## src/rtl/ibma_pkg.sv

```systemverilog
// ----------------------------------------------------------------------------
// ibma_pkg
// Shared types and codes for the inode and block map allocator.
// ----------------------------------------------------------------------------
`default_nettype none

package ibma_pkg;

    localparam int BM_WORD_W = 32;
    localparam int BM_POS_W  = 5;
    localparam int BM_IDX_W  = 16;

    typedef enum logic [2:0] {
        OP_CREATE = 3'd0,
        OP_EXTEND = 3'd1,
        OP_GET    = 3'd2,
        OP_CLEAR  = 3'd3,
        OP_DELETE = 3'd4
    } t_op;

    typedef enum logic [2:0] {
        ST_OK         = 3'd0,
        ST_INODE_FREE = 3'd1,
        ST_NO_INODE   = 3'd2,
        ST_NO_BLOCK   = 3'd3,
        ST_FULL       = 3'd4,
        ST_RANGE      = 3'd5
    } t_status;

    typedef struct packed {
        logic [2:0] operation;
        logic [5:0] inode_number;
        logic       is_directory;
        logic [8:0] block_index;
    } t_req;

    typedef struct packed {
        logic [2:0] status;
        logic [5:0] new_inode;
        logic [9:0] blk_num;
    } t_rsp;

    // bitmap unit commands
    typedef enum logic [1:0] {
        BM_NONE  = 2'd0,
        BM_ALLOC = 2'd1,
        BM_FREE  = 2'd2,
        BM_TEST  = 2'd3
    } t_bm_op;

    typedef struct packed {
        t_bm_op                op;
        logic [BM_IDX_W-1:0]   idx;
    } t_bm_req;

    typedef struct packed {
        logic                  ready;
        logic                  done;
        logic                  found;
        logic [BM_IDX_W-1:0]   idx;
    } t_bm_rsp;

    typedef enum logic [1:0] {
        BMS_CLR,
        BMS_IDLE,
        BMS_RD,
        BMS_CHK
    } t_bm_state;

    // where a block being released comes from
    typedef enum logic [1:0] {
        SRC_DIR,
        SRC_IND,
        SRC_EXT
    } t_src;

    typedef enum logic [4:0] {
        S_IDLE,
        S_CR_WAIT,
        S_LIVE_WAIT,
        S_CNT_RD,
        S_CNT,
        S_GROW,
        S_GR_WAIT,
        S_EXT_REQ,
        S_EXT_WAIT,
        S_MAP_RD,
        S_MAP,
        S_RL_NEXT,
        S_RL_DATA,
        S_RL_WAIT,
        S_RL_END,
        S_FRB_REQ,
        S_FRB_WAIT,
        S_FRI_REQ,
        S_FRI_WAIT,
        S_RESP
    } t_state;

endpackage

`default_nettype wire

```

## src/rtl/ibma_bmap.sv

```systemverilog
// ----------------------------------------------------------------------------
// ibma_bmap
// Taken-bit map in a word-wide memory: clear pass, first-free allocate,
// free and test; allocate and free update one word by read-modify-write.
// ----------------------------------------------------------------------------
`default_nettype none

module ibma_bmap #(
    parameter int N = 1024
) (
    input  wire logic              i_clk,
    input  wire logic              i_rst_n,
    input  wire ibma_pkg::t_bm_req i_req,
    output ibma_pkg::t_bm_rsp      o_rsp
);
    import ibma_pkg::*;

    localparam int NW = (N + BM_WORD_W - 1) / BM_WORD_W;
    localparam int WI = (NW > 1) ? $clog2(NW) : 1;

    logic [BM_WORD_W-1:0] mem [NW];
    logic [BM_WORD_W-1:0] r_rd;

    t_bm_state         r_state, n_state;
    t_bm_op            r_op, n_op;
    logic [WI-1:0]     r_w, n_w;
    logic [BM_POS_W-1:0] r_p, n_p;
    logic              r_hit, n_hit;

    logic                 we;
    logic [BM_WORD_W-1:0] wd;
    logic [BM_WORD_W-1:0] vmask, free_bits;
    logic [BM_POS_W-1:0]  pos;
    logic                 any_free, last_w;

    always_ff @(posedge i_clk) begin
        if (we) begin
            mem[r_w] <= wd;
        end
        r_rd <= mem[r_w];
    end

    always_comb begin
        for (int p = 0; p < BM_WORD_W; p++) begin
            vmask[p] = ((32'(r_w) * BM_WORD_W) + p) < N;
        end
        free_bits = ~r_rd & vmask;
        pos = '0;
        for (int p = BM_WORD_W - 1; p >= 0; p--) begin
            if (free_bits[p]) begin
                pos = BM_POS_W'(p);
            end
        end
        any_free = |free_bits;
        last_w   = r_w == WI'(NW - 1);
    end

    always_comb begin
        n_state = r_state;
        case (r_state)
            BMS_CLR: begin
                if (last_w) begin
                    n_state = BMS_IDLE;
                end
            end
            BMS_IDLE: begin
                if (i_req.op != BM_NONE) begin
                    n_state = BMS_RD;
                end
            end
            BMS_RD: n_state = BMS_CHK;
            BMS_CHK: begin
                if (r_op == BM_ALLOC && !any_free && !last_w) begin
                    n_state = BMS_RD;
                end else begin
                    n_state = BMS_IDLE;
                end
            end
            default: n_state = BMS_IDLE;
        endcase
    end

    always_comb begin
        n_op  = r_op;
        n_w   = r_w;
        n_p   = r_p;
        n_hit = r_hit;
        we    = 1'b0;
        wd    = '0;
        o_rsp = '0;
        case (r_state)
            BMS_CLR: begin
                we  = 1'b1;
                n_w = r_w + 1'b1;
            end
            BMS_IDLE: begin
                o_rsp.ready = 1'b1;
                n_op  = i_req.op;
                n_p   = i_req.idx[BM_POS_W-1:0];
                n_hit = 32'(i_req.idx) < N;
                n_w   = (i_req.op == BM_ALLOC) ? '0 : WI'(i_req.idx >> BM_POS_W);
            end
            BMS_CHK: begin
                case (r_op)
                    BM_ALLOC: begin
                        if (any_free) begin
                            we = 1'b1;
                            wd = r_rd | (BM_WORD_W'(1) << pos);
                            o_rsp.done  = 1'b1;
                            o_rsp.found = 1'b1;
                            o_rsp.idx   = BM_IDX_W'({r_w, pos});
                        end else if (last_w) begin
                            o_rsp.done = 1'b1;
                        end else begin
                            n_w = r_w + 1'b1;
                        end
                    end
                    BM_FREE: begin
                        we = r_hit;
                        wd = r_rd & ~(BM_WORD_W'(1) << r_p);
                        o_rsp.done  = 1'b1;
                        o_rsp.found = 1'b1;
                    end
                    BM_TEST: begin
                        o_rsp.done  = 1'b1;
                        o_rsp.found = r_hit & r_rd[r_p];
                    end
                    default: o_rsp.done = 1'b1;
                endcase
            end
            default: ;
        endcase
    end

    always_ff @(posedge i_clk) begin
        if (!i_rst_n) begin
            r_state <= BMS_CLR;
            r_w     <= '0;
            r_op    <= BM_NONE;
        end else begin
            r_state <= n_state;
            r_w     <= n_w;
            r_op    <= n_op;
        end
        r_p   <= n_p;
        r_hit <= n_hit;
    end

endmodule

`default_nettype wire

```

## config.mk

```make
export PLATFORM = sky130hd
export DESIGN_NAME = ibma_bmap
export DESIGN_NICKNAME = d
export VERILOG_FILES = /design/src/rtl/ibma_pkg.sv /design/src/rtl/ibma_bmap.sv
export SDC_FILE = /design/constraint.sdc
export NUM_CORES = 1
export LEC_CHECK = 0
export BUFFER_PORTS_ARGS = -buffer_cell sky130_fd_sc_hd__buf_2
export CORE_UTILIZATION = 40
export CTS_CLUSTER_SIZE = 24
export DETAILED_ROUTE_END_ITERATION = 10
export SYNTH_ARGS = -nofsm -noshare
export SYNTH_HDL_FRONTEND = slang
export SYNTH_SLANG_ARGS = --single-unit
```

## constraint.sdc

```tcl
create_clock -name i_clk -period 3.3 [get_ports i_clk]
set_input_delay 0.66 -clock i_clk [delete_from_list [all_inputs] [get_ports i_clk]]
set_output_delay 0.66 -clock i_clk [all_outputs]
set_load 0.05 [all_outputs]
```

==> flow_summary_export.csv <==
group,metric,value,unit
sta,rsz0062_at_grt,"yes",
pwr,power_density,711,nW/µm²
run_status,status,"finished, violations left",
critical_path,crit_top_cell,"mux4_2",
clocking,root_buffer,"clkbuf_16",
placed_design,gp_congestion,0.935,
sta,relSlewSlack,0.182,
drt,avgRoutedWirePerCell,30.8,µm
floorplan,dieArea,105000,µm²
min_path,hp-class,"in2reg",
pwr,clock_power_share,0.340,
sta,min_period,3.48,ns
drt,dr.first_iter.drc_count,2486,
sta,final_critical_path_setup_slack,-0.179,ns
finish,fill_cells,8378,
finish,layout.cells.non_filler,3662,
pwr,ir_drop,0.00101,V
clocking,clkTransAtPathRegs,0.06,ns
critical_path,crit_chain,"buf_4 > mux4_2 > mux4_2 > mux2i_2 > o21ai_2 > buf_6",
synthesis,synth_seq_cells,1071,
critical_path,crit_slowest_cell,"mux4_2",
finish,final_cell_mix,"1,030 x edfxtp_1, 266 x mux4_2, 128 x a22oi_1",
floorplan,core_area,102000,µm²
clocking,clk_latency,0.68,ns
grt,gr-total-overflow,0,
placed_design,placed_cells,3420,
critical_path,path_delay_family,"multiplexers",
sta,worstMarginPinSlew,1.23,ns
finish,layout-area-overhead-vs-synth,19.6,%
synthesis,synthFlopType,"edfxtp_1",
synthesis,synth_area,41400,µm²
sta,maxClockFrequency,287,MHz
drt,num_vias,21600,
floorplan,initial_core_util,0.405,
floorplan,core.rowCount,117,
synthesis,synth-seq-area-share,0.767,
drt,first_pass_iters,5,
clocking,cts.sink_count,1071,
sta,slew_violations,0,
critical_path,critical-path-max-stage-delay,0.54,ns
floorplan,die_w,324,µm
finish,nets,2232,
synthesis,avgSynthCellArea,21.2,µm²
critical_path,critPathMaxFanout,12,
grt,antenna_found_initial,1,
run_status,violations,"setup timing",
sta,hold_violations,0,
finish,fin_util,0.485,
synthesis,synth_edf_count,1030,
grt,track_usage,0.217,
critical_path,crit_path_end_kind,"output port",
drt,antenna_left,0,
pwr,p_seq_frac,0.469,
clocking,tritoncts,"yes",
synthesis,yosys_warnings,0,
sta,skew,0.0305,ns
pwr,p_switching,9.65,mW
drt,drc_errors,0,
synthesis,synth.distinct_cells,60,
floorplan,chipHeight,324,µm
sta,setup_violations,1,
clocking,cts_inserted_buffers,108,
grt,grt_max_degree,121,
critical_path,cp.arrival,2.82,ns
pwr,combinationalPowerShare,0.192,
grt,grt_pass1_wl,159,mm
finish,layout_commonest_cell,"edfxtp_1",
finish,drive_above_1_share,0.337,
critical_path,start_kind,"register",
pwr,p_int,25.5,mW
job,max_cap_violations,0,
pwr,sw_frac_of_total,0.274,
pwr,leakagePower,16.0,nW
critical_path,crit_buf_inv,2,
sta,fin_crit_sh,1.05,
placed_design,port-buffer-count,32,
clocking,hold_buffers,0,
grt,grt_pass1_vias,21600,
critical_path,required,2.64,ns
sta,timing.hold.ws,0.221,ns
clocking,cts_buffer_depth,3,
synthesis,postSynthCellCount,1955,
clocking,h-tree-depth,3,
drt,wl,113,mm
drt,via_per_inst,5.91,
floorplan,ioPinCount,39,
placed_design,hpwl,68.7,mm
sta,fin_setup_tns,-0.179,ns
critical_path,path_class,"reg2out",
synthesis,ys_async_sr_fraction,0,
## metal layers
metal	vias to the layer above	share of wire	wire [µm]	global-route usage
met5	-	0.00015	17	0
li1	8834	-	-	-
met3	173	0.069	7780	0.0399
met2	869	0.46	52300	0.334
met4	2	0.023	2610	0.0572
met1	11800	0.44	50000	0.320
## path summary, 6_finish.rpt
kind	from	to	slack (ns)	depth (start not counted)
setup / recovery	r_p[1]	o_rsp[16]	-0.18	6
hold / removal	i_req[2]	r_p[2]	0.22	1
setup reg to reg	r_state[1]	mem[21][21]	0.07	7
hold reg to reg	r_op[0]	r_op[0]	0.61	2
## through the flow
| stage | total power, mW | setup slack (ns) | area (µm²) |
|---|---|---|---|
| after global routing | 36.3 | -0.215 | 49500 |
| after floorplan | 20.2 | -0.00795 | 41400 |
| after detailed placement | 23.3 | -0.265 | 45500 |
| after global placement | 23.2 | -0.345 | 45500 |
| after CTS | 35.4 | -0.214 | 49300 |
| final | 35.2 | -0.179 | 49500 |
## synthesized netlist by cell type (5+ instances only)
| cell type | number | area (µm²) |
|---|---|---|
| nand4_1 | 46 | 288 |
| edfxtp_1 | 1030 | 30900 |
| o211ai_1 | 11 | 82.6 |
| a21oi_1 | 23 | 115 |
| nand3b_1 | 5 | 37.5 |
| and2_1 | 5 | 31.3 |
| a22oi_1 | 128 | 961 |
| nor2_1 | 55 | 206 |
| nor3b_1 | 5 | 37.5 |
| and3_1 | 11 | 68.8 |
| clkbuf_1 | 81 | 304 |
| o21ai_0 | 21 | 105 |
| nand3_1 | 18 | 90.1 |
| mux4_2 | 266 | 5990 |
| buf_1 | 24 | 90.1 |
| ha_1 | 14 | 175 |
| a32o_1 | 6 | 60.1 |
| inv_1 | 15 | 56.3 |
| a31oi_1 | 7 | 43.8 |
| a22o_1 | 6 | 52.6 |
| buf_4 | 6 | 45.0 |
| dfxtp_1 | 41 | 821 |
| nor2b_1 | 7 | 43.8 |
| nor3_1 | 15 | 75.1 |
| nand2_1 | 42 | 158 |
## logic make-up after synthesis
| family | share of synthesized area |
|---|---|
| other cells | 0.0000906 |
| compound gates | 0.0406 |
| xor+xnor | 0.000212 |
| simple gates | 0.0300 |
| mux | 0.146 |
| buf+inv | 0.0122 |
| fa+ha+maj | 0.00423 |
| flops | 0.767 |
## worst register-to-register path, delay by kind of cell (launching register included)
family                   cells  cell delay (ns)
AND/OR/NAND/NOR              2             0.79
adder cells (fa/ha/maj)      1             0.50
flip-flops                   1             0.43
AO/OA/AOI/OAI                2             0.70
buffers and inverters        2             0.53
## power groups by stage
stage	logic [mW]	registers, mW	clock network (mW)
global placement	6.56	16.7	0
floorplan	3.89	16.4	0
finish	6.74	16.5	12.0
global route	7.09	16.6	12.6
CTS	6.74	16.5	12.1
detailed placement	6.54	16.7	0
## state kept, by name, indices dropped and copies added (netlist names)
register and cells:
r_w 5, r_state 2, mem 1024, r_hit 1, r_p 5, r_op 2, r_rd 32
## timing repair
action                     4_1_cts  5_1_grt
gates cloned                     0        0
buffers inserted                15       23
setup endpoints to repair      738       77
pin swaps                        9       14
gates resized for setup         78       10
## final cells by class
| type | instances | area, µm² | area share |
|---|---|---|---|
| inverters | 15 | 56.3 | 0.00114 |
| multi-input cells | 761 | 9640 | 0.195 |
| clock buffers | 167 | 3100 | 0.0625 |
| clock inverters | 38 | 384 | 0.00776 |
| flip-flops and latches | 1071 | 31800 | 0.643 |
| repair buffers | 241 | 2810 | 0.0568 |
| diodes | 1 | 2.50 | 0.0000505 |
| well taps | 1368 | 1710 | 0.0346 |
Note: power is estimated with default switching activity, not from simulation.
